===== config.mk =====
export PLATFORM = sky130hd
export DESIGN_NAME = xml_character_escaper
export DESIGN_NICKNAME = d
export VERILOG_FILES = /design/src/sv/xce_pkg.sv /design/src/sv/xce_front.sv /design/src/sv/xce_queue.sv /design/src/sv/xce_back.sv /design/src/sv/xml_character_escaper.sv
export SDC_FILE = /design/constraint.sdc
export NUM_CORES = 1
export LEC_CHECK = 0
export ABC_AREA = 1
export BUFFER_PORTS_ARGS = -buffer_cell sky130_fd_sc_hd__buf_2
export CORE_MARGIN = 2
export CORE_UTILIZATION = 56
export CTS_CLUSTER_DIAMETER = 100
export DETAILED_ROUTE_END_ITERATION = 10
export PLACE_DENSITY = 0.78
export SLEW_MARGIN = 20
export SYNTH_ARGS = -nofsm -noshare
export SYNTH_HDL_FRONTEND = slang
export SYNTH_SLANG_ARGS = --single-unit

===== constraint.sdc =====
create_clock -name clk -period 4.75 [get_ports clk]
set_input_delay 0 -clock clk [delete_from_list [all_inputs] [get_ports clk]]
set_output_delay 0 -clock clk [all_outputs]
set_load 0.02 [all_outputs]

===== src/sv/xce_pkg.sv =====
// shared types and constants of the xml character escaper
package xce_pkg;

    // longest escaped form, as in "&quot;" or "&#200;"
    localparam int unsigned MAX_LEN = 6;
    localparam int unsigned LEN_W   = $clog2(MAX_LEN + 1);
    localparam int unsigned IDX_W   = $clog2(MAX_LEN);

    // depth of the queue between classifier and serializer
    localparam int unsigned QUEUE_DEPTH = 2;

    typedef logic [7:0] char_t;

    // one fully formatted escape sequence, first byte in text[0]
    typedef struct packed {
        logic [LEN_W-1:0]          len;
        logic [MAX_LEN-1:0][7:0]   text;
    } esc_word_t;

endpackage


===== src/sv/xce_front.sv =====
// classifier: turns one source byte into its formatted escape sequence
module xce_front
(
    input  xce_pkg::char_t    in_char,
    input  logic [7:0]        keep_below,
    output logic              is_term,
    output xce_pkg::esc_word_t word_out
);

    localparam logic [7:0] CH_AMP   = 8'd38;
    localparam logic [7:0] CH_HASH  = 8'd35;
    localparam logic [7:0] CH_SEMI  = 8'd59;
    localparam logic [7:0] CH_ZERO  = 8'd48;
    localparam logic [7:0] CH_QUOT  = 8'd34;
    localparam logic [7:0] CH_APOS  = 8'd39;
    localparam logic [7:0] CH_LT    = 8'd60;
    localparam logic [7:0] CH_GT    = 8'd62;

    logic        keep_raw;
    logic        use_dec;
    logic [1:0]  hundreds;
    logic [6:0]  rem_h;
    logic [14:0] tens_prod;
    logic [3:0]  tens;
    logic [3:0]  ones;
    logic [7:0]  ch_h;
    logic [7:0]  ch_t;
    logic [7:0]  ch_o;

    assign is_term  = (in_char == 8'd0);
    assign keep_raw = (in_char < 8'd128) && (in_char < keep_below);
    assign use_dec  = (in_char < 8'd32) || (in_char >= 8'd127);

    // decimal digits: hundreds by compare, tens by reciprocal multiply
    always_comb
    begin
        if (in_char >= 8'd200)
        begin
            hundreds = 2'd2;
            rem_h    = 7'(in_char - 8'd200);
        end
        else if (in_char >= 8'd100)
        begin
            hundreds = 2'd1;
            rem_h    = 7'(in_char - 8'd100);
        end
        else
        begin
            hundreds = 2'd0;
            rem_h    = in_char[6:0];
        end
        tens_prod = 15'(rem_h) * 15'd205;
        tens      = tens_prod[14:11];
        ones      = 4'(rem_h - 7'(tens) * 7'd10);
        ch_h      = CH_ZERO + 8'(hundreds);
        ch_t      = CH_ZERO + 8'(tens);
        ch_o      = CH_ZERO + 8'(ones);
    end

    always_comb
    begin
        word_out.len  = '0;
        word_out.text = '0;
        if (keep_raw)
        begin
            word_out.len     = xce_pkg::LEN_W'(1);
            word_out.text[0] = in_char;
        end
        else if (use_dec)
        begin
            word_out.text[0] = CH_AMP;
            word_out.text[1] = CH_HASH;
            if (in_char >= 8'd100)
            begin
                word_out.len     = xce_pkg::LEN_W'(6);
                word_out.text[2] = ch_h;
                word_out.text[3] = ch_t;
                word_out.text[4] = ch_o;
                word_out.text[5] = CH_SEMI;
            end
            else if (in_char >= 8'd10)
            begin
                word_out.len     = xce_pkg::LEN_W'(5);
                word_out.text[2] = ch_t;
                word_out.text[3] = ch_o;
                word_out.text[4] = CH_SEMI;
            end
            else
            begin
                word_out.len     = xce_pkg::LEN_W'(4);
                word_out.text[2] = ch_o;
                word_out.text[3] = CH_SEMI;
            end
        end
        else
        begin
            unique case (in_char)
                CH_QUOT:
                begin
                    word_out.len  = xce_pkg::LEN_W'(6);
                    word_out.text = {8'd59, 8'd116, 8'd111, 8'd117, 8'd113, 8'd38};
                end
                CH_AMP:
                begin
                    word_out.len  = xce_pkg::LEN_W'(5);
                    word_out.text = {8'd0, 8'd59, 8'd112, 8'd109, 8'd97, 8'd38};
                end
                CH_APOS:
                begin
                    word_out.len  = xce_pkg::LEN_W'(5);
                    word_out.text = {8'd0, 8'd59, 8'd57, 8'd51, 8'd35, 8'd38};
                end
                CH_LT:
                begin
                    word_out.len  = xce_pkg::LEN_W'(4);
                    word_out.text = {8'd0, 8'd0, 8'd59, 8'd116, 8'd108, 8'd38};
                end
                CH_GT:
                begin
                    word_out.len  = xce_pkg::LEN_W'(4);
                    word_out.text = {8'd0, 8'd0, 8'd59, 8'd116, 8'd103, 8'd38};
                end
                default:
                begin
                    word_out.len     = xce_pkg::LEN_W'(1);
                    word_out.text[0] = in_char;
                end
            endcase
        end
    end

endmodule


===== src/sv/xce_queue.sv =====
// small flop queue of formatted escape sequences
module xce_queue
(
    input  logic               clk,
    input  logic               rst_n,
    input  logic               push,
    input  xce_pkg::esc_word_t push_word,
    input  logic               pop,
    output xce_pkg::esc_word_t head_word,
    output logic               not_empty,
    output logic               full
);

    localparam int unsigned DEPTH = xce_pkg::QUEUE_DEPTH;
    localparam int unsigned PTR_W = (DEPTH > 1) ? $clog2(DEPTH) : 1;
    localparam int unsigned CNT_W = $clog2(DEPTH + 1);

    xce_pkg::esc_word_t mem_reg [DEPTH];
    logic [PTR_W-1:0]   wr_ptr_reg, wr_ptr_next;
    logic [PTR_W-1:0]   rd_ptr_reg, rd_ptr_next;
    logic [CNT_W-1:0]   count_reg, count_next;

    assign not_empty = (count_reg != '0);
    assign full      = (count_reg == CNT_W'(DEPTH));
    assign head_word = mem_reg[rd_ptr_reg];

    always_comb
    begin
        wr_ptr_next = wr_ptr_reg;
        rd_ptr_next = rd_ptr_reg;
        count_next  = count_reg;
        if (push)
        begin
            wr_ptr_next = (wr_ptr_reg == PTR_W'(DEPTH - 1)) ? '0 : wr_ptr_reg + 1'b1;
        end
        if (pop)
        begin
            rd_ptr_next = (rd_ptr_reg == PTR_W'(DEPTH - 1)) ? '0 : rd_ptr_reg + 1'b1;
        end
        if (push && !pop)
        begin
            count_next = count_reg + 1'b1;
        end
        else if (pop && !push)
        begin
            count_next = count_reg - 1'b1;
        end
    end

    always_ff @(posedge clk or negedge rst_n)
    begin
        if (!rst_n)
        begin
            wr_ptr_reg <= '0;
            rd_ptr_reg <= '0;
            count_reg  <= '0;
        end
        else
        begin
            wr_ptr_reg <= wr_ptr_next;
            rd_ptr_reg <= rd_ptr_next;
            count_reg  <= count_next;
        end
    end

    always_ff @(posedge clk)
    begin
        if (push)
        begin
            mem_reg[wr_ptr_reg] <= push_word;
        end
    end

    a_no_overflow: assert property (@(posedge clk) disable iff (!rst_n)
        !(push && full))
        else $error("queue pushed while full");

    a_no_underflow: assert property (@(posedge clk) disable iff (!rst_n)
        !(pop && !not_empty))
        else $error("queue popped while empty");

    a_count_bound: assert property (@(posedge clk) disable iff (!rst_n)
        count_reg <= CNT_W'(DEPTH))
        else $error("queue count beyond depth");

endmodule


===== src/sv/xce_back.sv =====
// serializer: walks the head sequence into an output register, one byte per cycle unless out_ready stalls it
module xce_back
(
    input  logic               clk,
    input  logic               rst_n,
    input  xce_pkg::esc_word_t head_word,
    input  logic               head_valid,
    output logic               pop,
    output logic               out_valid,
    input  logic               out_ready,
    output xce_pkg::char_t     out_char,
    output logic               out_last
);

    logic [xce_pkg::IDX_W-1:0] idx_reg, idx_next;
    logic                      valid_reg, valid_next;
    xce_pkg::char_t            char_reg;
    logic                      last_reg;
    logic                      load;
    logic                      at_last;

    // output register may take a new byte when empty or being drained
    assign load    = (!valid_reg || out_ready) && head_valid;
    assign at_last = (xce_pkg::LEN_W'(idx_reg) == head_word.len - 1'b1);
    assign pop     = load && at_last;

    assign out_valid = valid_reg;
    assign out_char  = char_reg;
    assign out_last  = last_reg;

    always_comb
    begin
        idx_next   = idx_reg;
        valid_next = valid_reg;
        if (load)
        begin
            valid_next = 1'b1;
            idx_next   = at_last ? '0 : idx_reg + 1'b1;
        end
        else if (out_ready)
        begin
            valid_next = 1'b0;
        end
    end

    always_ff @(posedge clk or negedge rst_n)
    begin
        if (!rst_n)
        begin
            idx_reg   <= '0;
            valid_reg <= 1'b0;
        end
        else
        begin
            idx_reg   <= idx_next;
            valid_reg <= valid_next;
        end
    end

    always_ff @(posedge clk)
    begin
        if (load)
        begin
            char_reg <= head_word.text[idx_reg];
            last_reg <= at_last;
        end
    end

    a_idx_in_word: assert property (@(posedge clk) disable iff (!rst_n)
        head_valid |-> (xce_pkg::LEN_W'(idx_reg) < head_word.len))
        else $error("byte index past end of sequence");

    a_idx_rest: assert property (@(posedge clk) disable iff (!rst_n)
        !head_valid |-> (idx_reg == '0))
        else $error("byte index not at start with queue empty");

endmodule


===== src/sv/xml_character_escaper.sv =====
// top level of the xml character escaper
//
// Takes one text byte per input word and returns its XML-escaped form as one to six
// output words, the final one flagged with m_tlast. A byte b with 1 <= b < keep_below
// (and b below 128) passes raw; otherwise control bytes 1..31 and 127 become "&#n;",
// the quote, ampersand, apostrophe, less-than and greater-than signs become "&quot;",
// "&amp;", "&#39;", "&lt;" and "&gt;", bytes 128..255 become "&#nnn;", and every other
// byte passes as it is. Byte 0 is a terminator: it is accepted and produces no output.
// A plain byte yields one output byte, an escaped byte up to six, and a terminator none;
// the serializer, which drives one output byte per cycle from the head of a two-entry
// queue while m_tready does not stall it, sets the output rate. The classifier in front
// takes a new byte every cycle while the queue has room, so input and output stall
// independently. keep_below is written through cfg_wr_en/cfg_wr_data and resets to 0;
// write it only while the block is idle.
module xml_character_escaper
(
    input  logic       clk,
    input  logic       rst_n,
    // configuration
    input  logic       cfg_wr_en,
    input  logic [7:0] cfg_wr_data,   // keep_below
    // input stream
    input  logic       s_tvalid,
    output logic       s_tready,
    input  logic [7:0] s_tdata,       // [7:0] in_byte
    // output stream
    output logic       m_tvalid,
    input  logic       m_tready,
    output logic [7:0] m_tdata,       // [7:0] out_byte
    output logic       m_tlast        // last_of_run
);

    logic [7:0]         keep_below_reg;

    logic               is_term;
    xce_pkg::esc_word_t front_word;

    logic               q_push;
    logic               q_pop;
    logic               q_not_empty;
    logic               q_full;
    xce_pkg::esc_word_t q_head;

    // configuration register
    always_ff @(posedge clk or negedge rst_n)
    begin
        if (!rst_n)
        begin
            keep_below_reg <= '0;
        end
        else if (cfg_wr_en)
        begin
            keep_below_reg <= cfg_wr_data;
        end
    end

    // front: classify and format the incoming byte
    xce_front u_front
    (
        .in_char    (s_tdata),
        .keep_below (keep_below_reg),
        .is_term    (is_term),
        .word_out   (front_word)
    );

    // terminators are consumed here and never reach the queue
    assign s_tready = !q_full;
    assign q_push   = s_tvalid && s_tready && !is_term;

    xce_queue u_queue
    (
        .clk       (clk),
        .rst_n     (rst_n),
        .push      (q_push),
        .push_word (front_word),
        .pop       (q_pop),
        .head_word (q_head),
        .not_empty (q_not_empty),
        .full      (q_full)
    );

    // back: serialize the head sequence onto the output stream
    xce_back u_back
    (
        .clk        (clk),
        .rst_n      (rst_n),
        .head_word  (q_head),
        .head_valid (q_not_empty),
        .pop        (q_pop),
        .out_valid  (m_tvalid),
        .out_ready  (m_tready),
        .out_char   (m_tdata),
        .out_last   (m_tlast)
    );

    // a sequence leaves the queue only with its final byte
    a_pop_is_last: assert property (@(posedge clk) disable iff (!rst_n)
        q_pop |=> (m_tvalid && m_tlast))
        else $error("sequence retired without a final byte");

endmodule

==> summary.md, run 1 <==
| Metric | Value |
|---|---|
| Critical path class | `in -> reg` |
| P&R area growth vs syn | `26.4%` |
| Unrepaired setup endpoints after global routing | `yes` |
| Dpl hpwl | `10.4 mm` |
| Area contributors post-synth | `edfxtp_1, ha_1, dfrtp_1` |
| Layout Nets | `818` |
| Max reg flops | `66` |
| Initial antenna violation count | `0` |
| Die span in y | `~110 um` |
| Setup TNS | `-947 ps` |
| Synth Flop Type | `edfxtp_1` |
| Worst vdd ir | `0.000495 V` |
| CTS tree | `built` |
| Total routed wirelength | `14.7 mm` |
| Core area | `10200 um^2` |
| Clk_lat worst skew | `360 ps` |
| FMAX | `0.206 GHz` |
| Post-layout min period | `4870 ps` |
| Root buffer cell | `clkbuf_8` |
| Final ANT Viol Nets | `0` |
| DP Worst Slack | `-445 ps` |
| Pwr Total | `4340 uW` |
| Synth cell types | `50` |
| Required time of the critical path | `4850 ps` |
| Rows | `37` |
| Clock share of power | `12.2%` |
| CP max FO | `6` |
| Final Hold Fails | `0` |
| Post-Syn Instances | `619` |
| Vias in the first global route | `about 4900` |
| H-tree levels | `3` |
| Max Cap Viol | `0` |
| Critical Path AT | `just under 5000 ps` |
| Yosys warning count | `0` |
| Sequential power share | `29.3%` |
| Transition time at the pin with the least slew margin | `583 ps` |
| Switching part of the total | `43.9%` |
| Num CTS Buffers | `9` |
| Largest net degree at the start of global routing | `35` |
| Setup ws final | `-115 ps` |
| Ys async rst share | `17.6%` |
| All-Layer GR Usage | `25.9%` |
| Post-synth EDFFs | `75` |
| Switching Power | `1910 uW` |
| Seq/Total Area, Yosys | `45.4%` |
| Leakage Power | `0.00336 uW` |
| Ant. Diodes | `0` |
| CP max-delay cell | `fa_1` |
| CP startpoint kind | `input port` |
| Synth top area share | `38.5%` |
| Overflow after GRT | `0` |
| Per-cell routed wire length | `16.7 um` |
| Failing checks | `setup timing` |
| Final period util | `102%` |
| Clk sinks | `91` |
| Most frequent CP cell | `nand2_2` |
| Initial DRC count | `approximately 470` |
| Final slew viol count | `0` |
| Largest stage delay, worst path | `590 ps` |
| Final setup fails | `10` |
| Pre-antenna DRT Iters | `5` |
| Syn avg cell area | `roughly 9.4 um^2` |
| Internal power | `2440 uW` |
| Routability cong. | `0.985` |
| Global-route wire length before repair | `between 20 and 25 mm` |
| Die width | `~110 um` |
| Syn Std Cell Area | `approximately 6000 um^2` |
| Final Skew | `18.8 ps` |
| Die area | `~11000 um^2` |
| Crit end category | `flip-flop` |
| Detailed-route DRC error count | `0` |
| Initial core utilization | `a little under three fifths` |
| Rel. slew slack | `61.1%` |
| PortBufs | `31` |
| Share of layout cells above drive strength 1 | `about a third` |
| Largest area contributor in the netlist | `edfxtp_1` |
| Outcome | `finished with violations` |
| Ports | `32` |
| DR vias/cell | `between 5 and 6` |
| Post-synthesis register bit count | `91` |
| Vias | `4959` |
| Pwr dens | `587 nW/um^2` |
| CTS Buffer Depth | `2` |
| Clock transition at path regs | `roughly 90 ps` |
| Hold/Removal Path Class | `in -> reg` |
| Comb pwr share | `between 50% and 60%` |
==> cell usage after synthesis (4+ instances only) <==
master / number
dfrtp_1: 16
a21oi_2: 4
nand2_1: 83
nand2_2: 18
o211ai_1: 7
fa_1: 9
nor2_1: 65
nand4_1: 6
o221ai_1: 10
xor2_1: 7
ha_1: 51
nand3_2: 6
inv_1: 94
nor4_1: 5
o22ai_1: 9
a21oi_1: 16
mux2i_1: 5
nand3_1: 28
clkbuf_1: 11
nand2_4: 5
o21ai_0: 43
edfxtp_1: 75
nor3_1: 6
==> cell usage in the layout (no fill, tap or decap), types with 2 or more instances in the layout <==
master,netlist,final
inv_1,94,81
buf_4,0,80
edfxtp_1,75,75
nand2_1,83,69
nor2_1,65,61
o21ai_0,43,42
ha_1,51,41
nand2_2,18,29
buf_2,3,29
nand3_1,28,20
dfrtp_1,16,16
inv_2,3,14
a21oi_1,16,13
nand3_2,6,12
dlygate4sd3_1,0,12
o221ai_1,10,10
ha_4,0,10
clkbuf_8,0,9
nand2_4,5,8
o211ai_1,7,7
o22ai_1,9,7
a21oi_2,4,7
nor3_1,6,6
nand4_1,6,6
fa_1,9,6
nor2_2,2,5
mux2i_1,5,5
xor2_1,7,5
clkinvlp_4,0,4
nor4_1,5,4
o21a_1,3,3
nand3_4,1,3
xnor2_1,3,3
o311ai_0,3,3
fa_2,0,3
nor2_4,1,2
inv_6,1,2
xor2_2,0,2
buf_8,1,2
conb_1,1,2
==> worst max-delay path: cells and delay by family <==
family | cells | cell delay, ps
compound gates | 4 | 630
xor+xnor | 1 | 270
fa+ha+maj | 8 | 2210
simple gates | 14 | 1200
buf+inv | 7 | 640
==> layer usage <==
layer	up-vias	track usage [%]	routed length [um]
met2	233	46.7	7680
met5	-	0	0
met4	0	9.49	460
met3	43	3.56	983
li1	2341	-	-
met1	2342	31.6	5550
==> timing repair <==
item | CTS | global route
gates resized for setup | 3 | 39
pin swaps | 6 | 31
buffers inserted | 1 | 9
hold buffers | 12 | 0
setup endpoints to repair | 10 | 12
hold endpoints to repair | 24 | 0
==> power by group through the flow <==
stage / Combinational (uW) / Clock, uW / Sequential (uW)
2_1_floorplan: 1530 / 0 / 1310
3_3_place_gp: 2210 / 0 / 1280
3_5_place_dp: 2280 / 0 / 1290
4_1_cts: 2310 / 530 / 1270
5_1_grt: 2790 / 568 / 1290
6_report: 2540 / 529 / 1270
==> kinds of logic (layout without fill, tap and decap cells) <==
family	count (synthesis)	count (layout)	synth area share, %
AO/OA/AOI/OAI	104	104	11.2
XOR/XNOR	10	10	1.50
adder cells (fa/ha/maj)	60	60	14.0
buffers and inverters	117	239	8.13
flip-flops	91	91	45.4
multiplexers	6	6	1.05
other	1	2	0.0641
AND/OR/NAND/NOR	230	230	18.7
==> worst paths after layout <==
check                                     startpoint                      to  slack (ps)  depth (start not counted)
min in group asynchronous                      rst_n       u_back.idx_reg[1]          80                          2
worst min-delay path                       cfg_wr_en       keep_below_reg[7]          10                          3
worst max register to register    u_queue.rd_ptr_reg    u_queue.count_reg[1]        1970                         12
worst min register to register  u_queue.count_reg[0]    u_queue.count_reg[0]         480                          1
worst max-delay path                      s_tdata[3]  u_queue.mem_reg[0][19]        -120                         34
max in group asynchronous                      rst_n      u_queue.wr_ptr_reg        4390                          2
==> area by class of cell <==
cell class | count | area (um^2)
multi-input combinational | 412 | 3080
sequential | 91 | 2650
clock inverter | 6 | 73.8
fill | 711 | 2840
tap | 136 | 170
clock buffer | 10 | 128
inverter | 100 | 389
timing repair buffer | 123 | 896
==> metrics by stage <==
stage	area, um^2	hold WS [ps]	utilization, %	cells
finish	7390	13.9	72.2	878
global route	7390	32.3	72.2	878
CTS	7170	2.26	70.1	870
detailed placement	6830	-56.6	66.7	841
global placement	6830	-72.3	66.7	841
floorplan	6060	-296	-	620
Power figures use the tool's default switching activity.
==> run 2, diff against run 1 <==
--- a/config.mk
+++ b/config.mk
@@ -11,6 +11,7 @@
 export CORE_UTILIZATION = 56
 export CTS_CLUSTER_DIAMETER = 100
 export DETAILED_ROUTE_END_ITERATION = 10
+export GPL_TIMING_DRIVEN = 0
 export PLACE_DENSITY = 0.78
 export SLEW_MARGIN = 20
 export SYNTH_ARGS = -nofsm -noshare
==> run 2 against run 1 <==
Against the previous run: the flow still finishes with violations (setup timing); fmax decreased by 1.0%; first-iteration DRC count decreased by 26%; die area stayed put; largest power group unchanged; worst setup slack lost 50 ps; design area fell by 0.64%; critical path type unchanged; combinational power up 5%; register-to-register slack lost 30 ps; wire length fell by 0.83%; core utilization fell by 0.46 points; flip-flop and latch count unchanged; count of clock-buffer cells in the layout grew 1; sequential power about the same.
==> summary.md, run 2 (synthesis results as in run 1) <==
| Metric | Value |
|---|---|
| Outcome | `finished with violations` |
| Failing checks | `setup timing` |
| Die span in y | `106 um` |
| Total routed wirelength | `14.6 mm` |
| Core area | `between 10000 and 15000 um^2` |
| Critical Path AT | `around 5000 ps` |
| PortBufs | `31` |
| Finished Layout Cells | `859` |
| Num CTS Buffers | `9` |
| Rows | `37` |
| DR vias/cell | `5.66` |
| Ports | `32` |
| Ant. Diodes | `0` |
| Root buffer cell | `clkbuf_8` |
| Hold WS | `43.7 ps` |
| Required time of the critical path | `4850 ps` |
| Final setup fails | `10` |
| Final Skew | `about 15 ps` |
| Layout Nets | `799` |
| Clock share of power | `10.3%` |
| Clk sinks | `between 90 and 100` |
| Largest net degree at the start of global routing | `22` |
| Worst vdd ir | `0.000543 V` |
| Internal power | `roughly 2400 uW` |
| CTS tree | `built` |
| Dpl hpwl | `10.4 mm` |
| CP startpoint kind | `input port` |
| Per-cell routed wire length | `between 15 and 20 um` |
| Clock transition at path regs | `90 ps` |
| CP max-delay cell | `fa_1` |
| Sequential power share | `between 20% and 30%` |
| Initial antenna violation count | `0` |
| Unrepaired setup endpoints after global routing | `yes` |
| DP Worst Slack | `-1040 ps` |
| Final ANT Viol Nets | `0` |
| Global-route wire length before repair | `23.4 mm` |
| CTS Buffer Depth | `2` |
| Pwr Total | `about 4400 uW` |
| Final Hold Fails | `0` |
| Placed instance count | `789` |
| Leading cell type in the layout, fill and taps excluded | `inv_1` |
| Vias | `4865` |
| Hold/Removal Path Class | `in -> reg` |
| Utilization after layout | `around 72%` |
| Clk_lat worst skew | `360 ps` |
| Most frequent cells in the layout | `inv_1, edfxtp_1, nand2_1` |
| Die width | `106 um` |
| Comb pwr share | `just over 60%` |
| Initial DRC count | `346` |
| Routability cong. | `just over 0.9` |
| FMAX | `0.203 GHz` |
| Switching part of the total | `44.5%` |
| Overflow after GRT | `0` |
| CP max FO | `5` |
| Pwr dens | `just under 600 nW/um^2` |
| Max reg flops | `66` |
| Post-layout min period | `around 5000 ps` |
| Share of layout cells above drive strength 1 | `between 20% and 30%` |
| Leakage Power | `0.00326 uW` |
| Final period util | `103%` |
| H-tree levels | `3` |
| Setup ws final | `-165 ps` |
| Switching Power | `1940 uW` |
| Vias in the first global route | `4956` |
| P&R area growth vs syn | `25.6%` |
| Transition time at the pin with the least slew margin | `788 ps` |
| Detailed-route DRC error count | `0` |
| Max Cap Viol | `0` |
| Critical path class | `in -> reg` |
| Most frequent CP cell | `nand2_2` |
| Final slew viol count | `0` |
| Rel. slew slack | `a little under half` |
| Die area | `11300 um^2` |
| Pre-antenna DRT Iters | `8` |
| All-Layer GR Usage | `26.8%` |
| Crit end category | `flip-flop` |
| Largest stage delay, worst path | `490 ps` |
| Initial core utilization | `57.2%` |
[run 2: what timing repair did]
item                       in CTS  in global routing
hold buffers                   14                  0
pin swaps                      40                 32
gates resized for setup        45                 17
buffers inserted               31                  9
hold endpoints to repair       24                  0
setup endpoints to repair      12                 12
[run 2: power groups by stage]
stage	sequential, uW	clock [uW]	combinational [uW]
after floorplan	1310	0	1530
after global placement	1260	0	2010
after detailed placement	1270	0	2130
after CTS	1250	452	2450
after global routing	1270	483	2910
final	1250	447	2660
[run 2: worst paths after layout]
check	start	endpoint	slack, ps	cells past startpoint
max	s_tdata[2]	u_queue.mem_reg[0][27]	-170	40
min	m_tready	u_back.out_valid	40	3
max reg2reg	u_queue.rd_ptr_reg	u_queue.count_reg[1]	1940	12
min reg2reg	u_queue.count_reg[0]	u_queue.count_reg[0]	500	1
max in group asynchronous	rst_n	u_queue.wr_ptr_reg	4400	2
min in group asynchronous	rst_n	keep_below_reg[4]	80	2
[run 2: critical path: cells and delay by family]
family | cells | cell delay [ps]
buf+inv | 13 | 1080
compound gates | 2 | 180
simple gates | 18 | 1560
fa+ha+maj | 6 | 2030
xor+xnor | 1 | 160
[run 2: final cells by class]
cell class | instances | area (um^2)
Inverter | 100 | 399
Tap cell | 136 | 170
Multi-Input combinational cell | 412 | 3180
Sequential cell | 91 | 2650
Fill cell | 749 | 2890
Clock inverter | 5 | 30.0
Clock buffer | 11 | 131
Buffer | 17 | 96.3
Timing Repair Buffer | 87 | 681
[run 2: per-layer routing]
metal / wire [um] / track usage, %
met1: 5660 / 31.2
met2: 7690 / 49.0
met3: 788 / 3.92
met4: 420 / 11.4
met5: 0 / 0
[run 2: stage by stage]
step / area (um^2) / TNS [ps]
after floorplan: 6060 / -406
after global placement: 6380 / -11270
after detailed placement: 6450 / -13500
after CTS: 7200 / -99.4
after global routing: 7340 / -3370
final: 7340 / -1360
==> run 3, diff against run 2 <==
--- a/config.mk
+++ b/config.mk
@@ -8,11 +8,11 @@
 export ABC_AREA = 1
 export BUFFER_PORTS_ARGS = -buffer_cell sky130_fd_sc_hd__buf_2
 export CORE_MARGIN = 2
-export CORE_UTILIZATION = 56
+export CORE_UTILIZATION = 25
 export CTS_CLUSTER_DIAMETER = 100
 export DETAILED_ROUTE_END_ITERATION = 10
 export GPL_TIMING_DRIVEN = 0
-export PLACE_DENSITY = 0.78
+export PLACE_DENSITY = 0.43
 export SLEW_MARGIN = 20
 export SYNTH_ARGS = -nofsm -noshare
 export SYNTH_HDL_FRONTEND = slang
==> run 3 against run 2 <==
Against the previous run: the run still ends with setup timing left; via count decreased by 5.2%; sequential power about the same; sequential share of layout area decreased by 1.7 points; wire length increased by 4.8%; hold slack improved by 2.6 ps; die area increased by 120%; critical endpoint is now u_queue.mem_reg[1][27]; largest power group unchanged; highest routed layer unchanged.
==> summary.md, run 3 (synthesis results as in run 1) <==
| Metric | Value |
|---|---|
| Critical path class | `in -> reg` |
| Initial antenna violation count | `0` |
| Outcome | `finished with violations` |
| Clk sinks | `91` |
| Final Cell Area | `7700 um^2` |
| Most frequent CP cell | `nand2_4` |
| Required time of the critical path | `4940 ps` |
| Per-cell routed wire length | `14.8 um` |
| Unrepaired setup endpoints after global routing | `yes` |
| Final period util | `103%` |
| Pre-antenna DRT Iters | `4` |
| Hold path depth | `3` |
| Num CTS Buffers | `9` |
| Die span in y | `157 um` |
| Clock transition at path regs | `70 ps` |
| Pwr dens | `590 nW/um^2` |
| Share of layout cells above drive strength 1 | `between 20 and 30%` |
| Most frequent cells in the layout | `inv_1, edfxtp_1, nand2_1` |
| CP max FO | `7` |
| Leakage Power | `0.00331 uW` |
| Register-to-Register Path Depth | `12` |
| Setup ws final | `-151 ps` |
| Core area | `22800 um^2` |
| CP max-delay cell | `fa_1` |
| Max reg flops | `66` |
| Crit path from | `s_tdata[3]` |
| Largest stage delay, worst path | `a little under 500 ps` |
| Layout Nets | `796` |
| Vias in the first global route | `between 4000 and 5000` |
| Die area | `24600 um^2` |
| RR Endpoint | `u_queue.count_reg[1]` |
| Die width | `157 um` |
| Min-delay src | `m_tready` |
| Detailed-route DRC error count | `0` |
| Root buffer cell | `clkbuf_16` |
| Final Hold Fails | `0` |
| FMAX | `0.204 GHz` |
| Post-layout min period | `4900 ps` |
| Final slew viol count | `0` |
| Crit end category | `flip-flop` |
| DR vias/cell | `4.46` |
| Hold endpoint | `u_back.out_valid` |
| Overflow after GRT | `0` |
| Dpl cell area | `approximately 6700 um^2` |
| Ant. Diodes | `0` |
| H-tree levels | `3` |
| Max Cap Viol | `0` |
| Initial core utilization | `about 26%` |
| Pwr Total | `4540 uW` |
| Dpl hpwl | `11.3 mm` |
| Total routed wirelength | `15.3 mm` |
| Rows | `55` |
| Final Skew | `9.95 ps` |
| CTS tree | `built` |
| CP startpoint kind | `input port` |
| Final ANT Viol Nets | `0` |
| Hold/Removal Path Class | `in -> reg` |
| Ports | `32` |
| Failing checks | `setup timing` |
| P&R area growth vs syn | `31.6%` |
| Routability cong. | `~0.85` |
| Reg-to-Reg Start | `u_queue.rd_ptr_reg` |
| Critical Path AT | `5090 ps` |
| PortBufs | `31` |
| Transition time at the pin with the least slew margin | `849 ps` |
| Hold WS | `46.4 ps` |
| Rel. slew slack | `roughly 43%` |
| Leading cell type in the layout, fill and taps excluded | `inv_1` |
| Largest net degree at the start of global routing | `24` |
| Layout fillers | `2306` |
| All-Layer GR Usage | `12.9%` |
| Reg2reg setup slack | `2020 ps` |
| CTS Buffer Depth | `2` |
| Initial DRC count | `181` |
| Clk_lat worst skew | `roughly 340 ps` |
| Global-route wire length before repair | `~25 mm` |
| Vias | `about 4600` |
| Final setup fails | `10` |
| Worst vdd ir | `0.000333 V` |
==> run 3: layout make-up <==
cell class	instances	area (um^2)	area share (%)
multi-input cells	412	3210	41.8
clock inverters	5	53.8	0.699
flip-flops and latches	91	2650	34.5
inverters	100	404	5.25
repair buffers	84	647	8.40
well taps	313	392	5.09
plain buffers	17	101	1.32
clock buffers	11	233	3.02
==> run 3: timing repair <==
item	4_1_cts	5_1_grt
buffers inserted	31	6
hold buffers	14	0
resized for setup	50	23
hold endpoints to repair	24	0
endpoints found under the setup margin	16	14
pin swaps	43	29
==> run 3: worst max-delay path, delay by kind of cell <==
| kind | cells | cell delay (ps) |
|---|---|---|
| AO/OA/AOI/OAI | 2 | 300 |
| XOR/XNOR | 1 | 130 |
| adder cells (fa/ha/maj) | 7 | 2290 |
| buffers and inverters | 12 | 910 |
| AND/OR/NAND/NOR | 19 | 1430 |
==> run 3: worst max-delay path by stage <==
stage | endpoint | slack (ps)
2_1_floorplan | u_queue.mem_reg[0][27] | -80
3_3_place_gp | u_queue.mem_reg[0][34] | -1160
3_5_place_dp | u_queue.mem_reg[0][34] | -1220
4_1_cts | u_queue.mem_reg[1][35] | -90
5_1_grt | u_queue.mem_reg[1][27] | -370
6_report | u_queue.mem_reg[1][27] | -150
==> run 3: per-stage QoR <==
step / util [%] / setup WS (ps) / cells / TNS [ps]
3_3_place_gp: 29.0 / -1160 / 964 / -14660
4_1_cts: 33.1 / -93.5 / 1027 / -567
6_report: 33.8 / -151 / 1033 / -1150
2_1_floorplan: - / -78.9 / 620 / -406
3_5_place_dp: 29.2 / -1220 / 966 / -15290
5_1_grt: 33.8 / -366 / 1033 / -3140
==> run 3: report_power, final <==
group	switching, uW	internal, uW	total (uW)
Sequential	72.1	1170	1240
Clock	285	405	691
Combinational	1590	1020	2610
Total	1950	2590	4540
==> run 3: metal layers <==
| metal | global-route usage (%) | wire (um) | vias to the layer above |
|---|---|---|---|
| met2 | 22.0 | 7550 | 89 |
| met1 | 16.4 | 6740 | 2200 |
| met4 | 5.07 | 350 | 0 |
| li1 | - | - | 2293 |
| met3 | 1.95 | 612 | 29 |
| met5 | 0 | 0 | - |
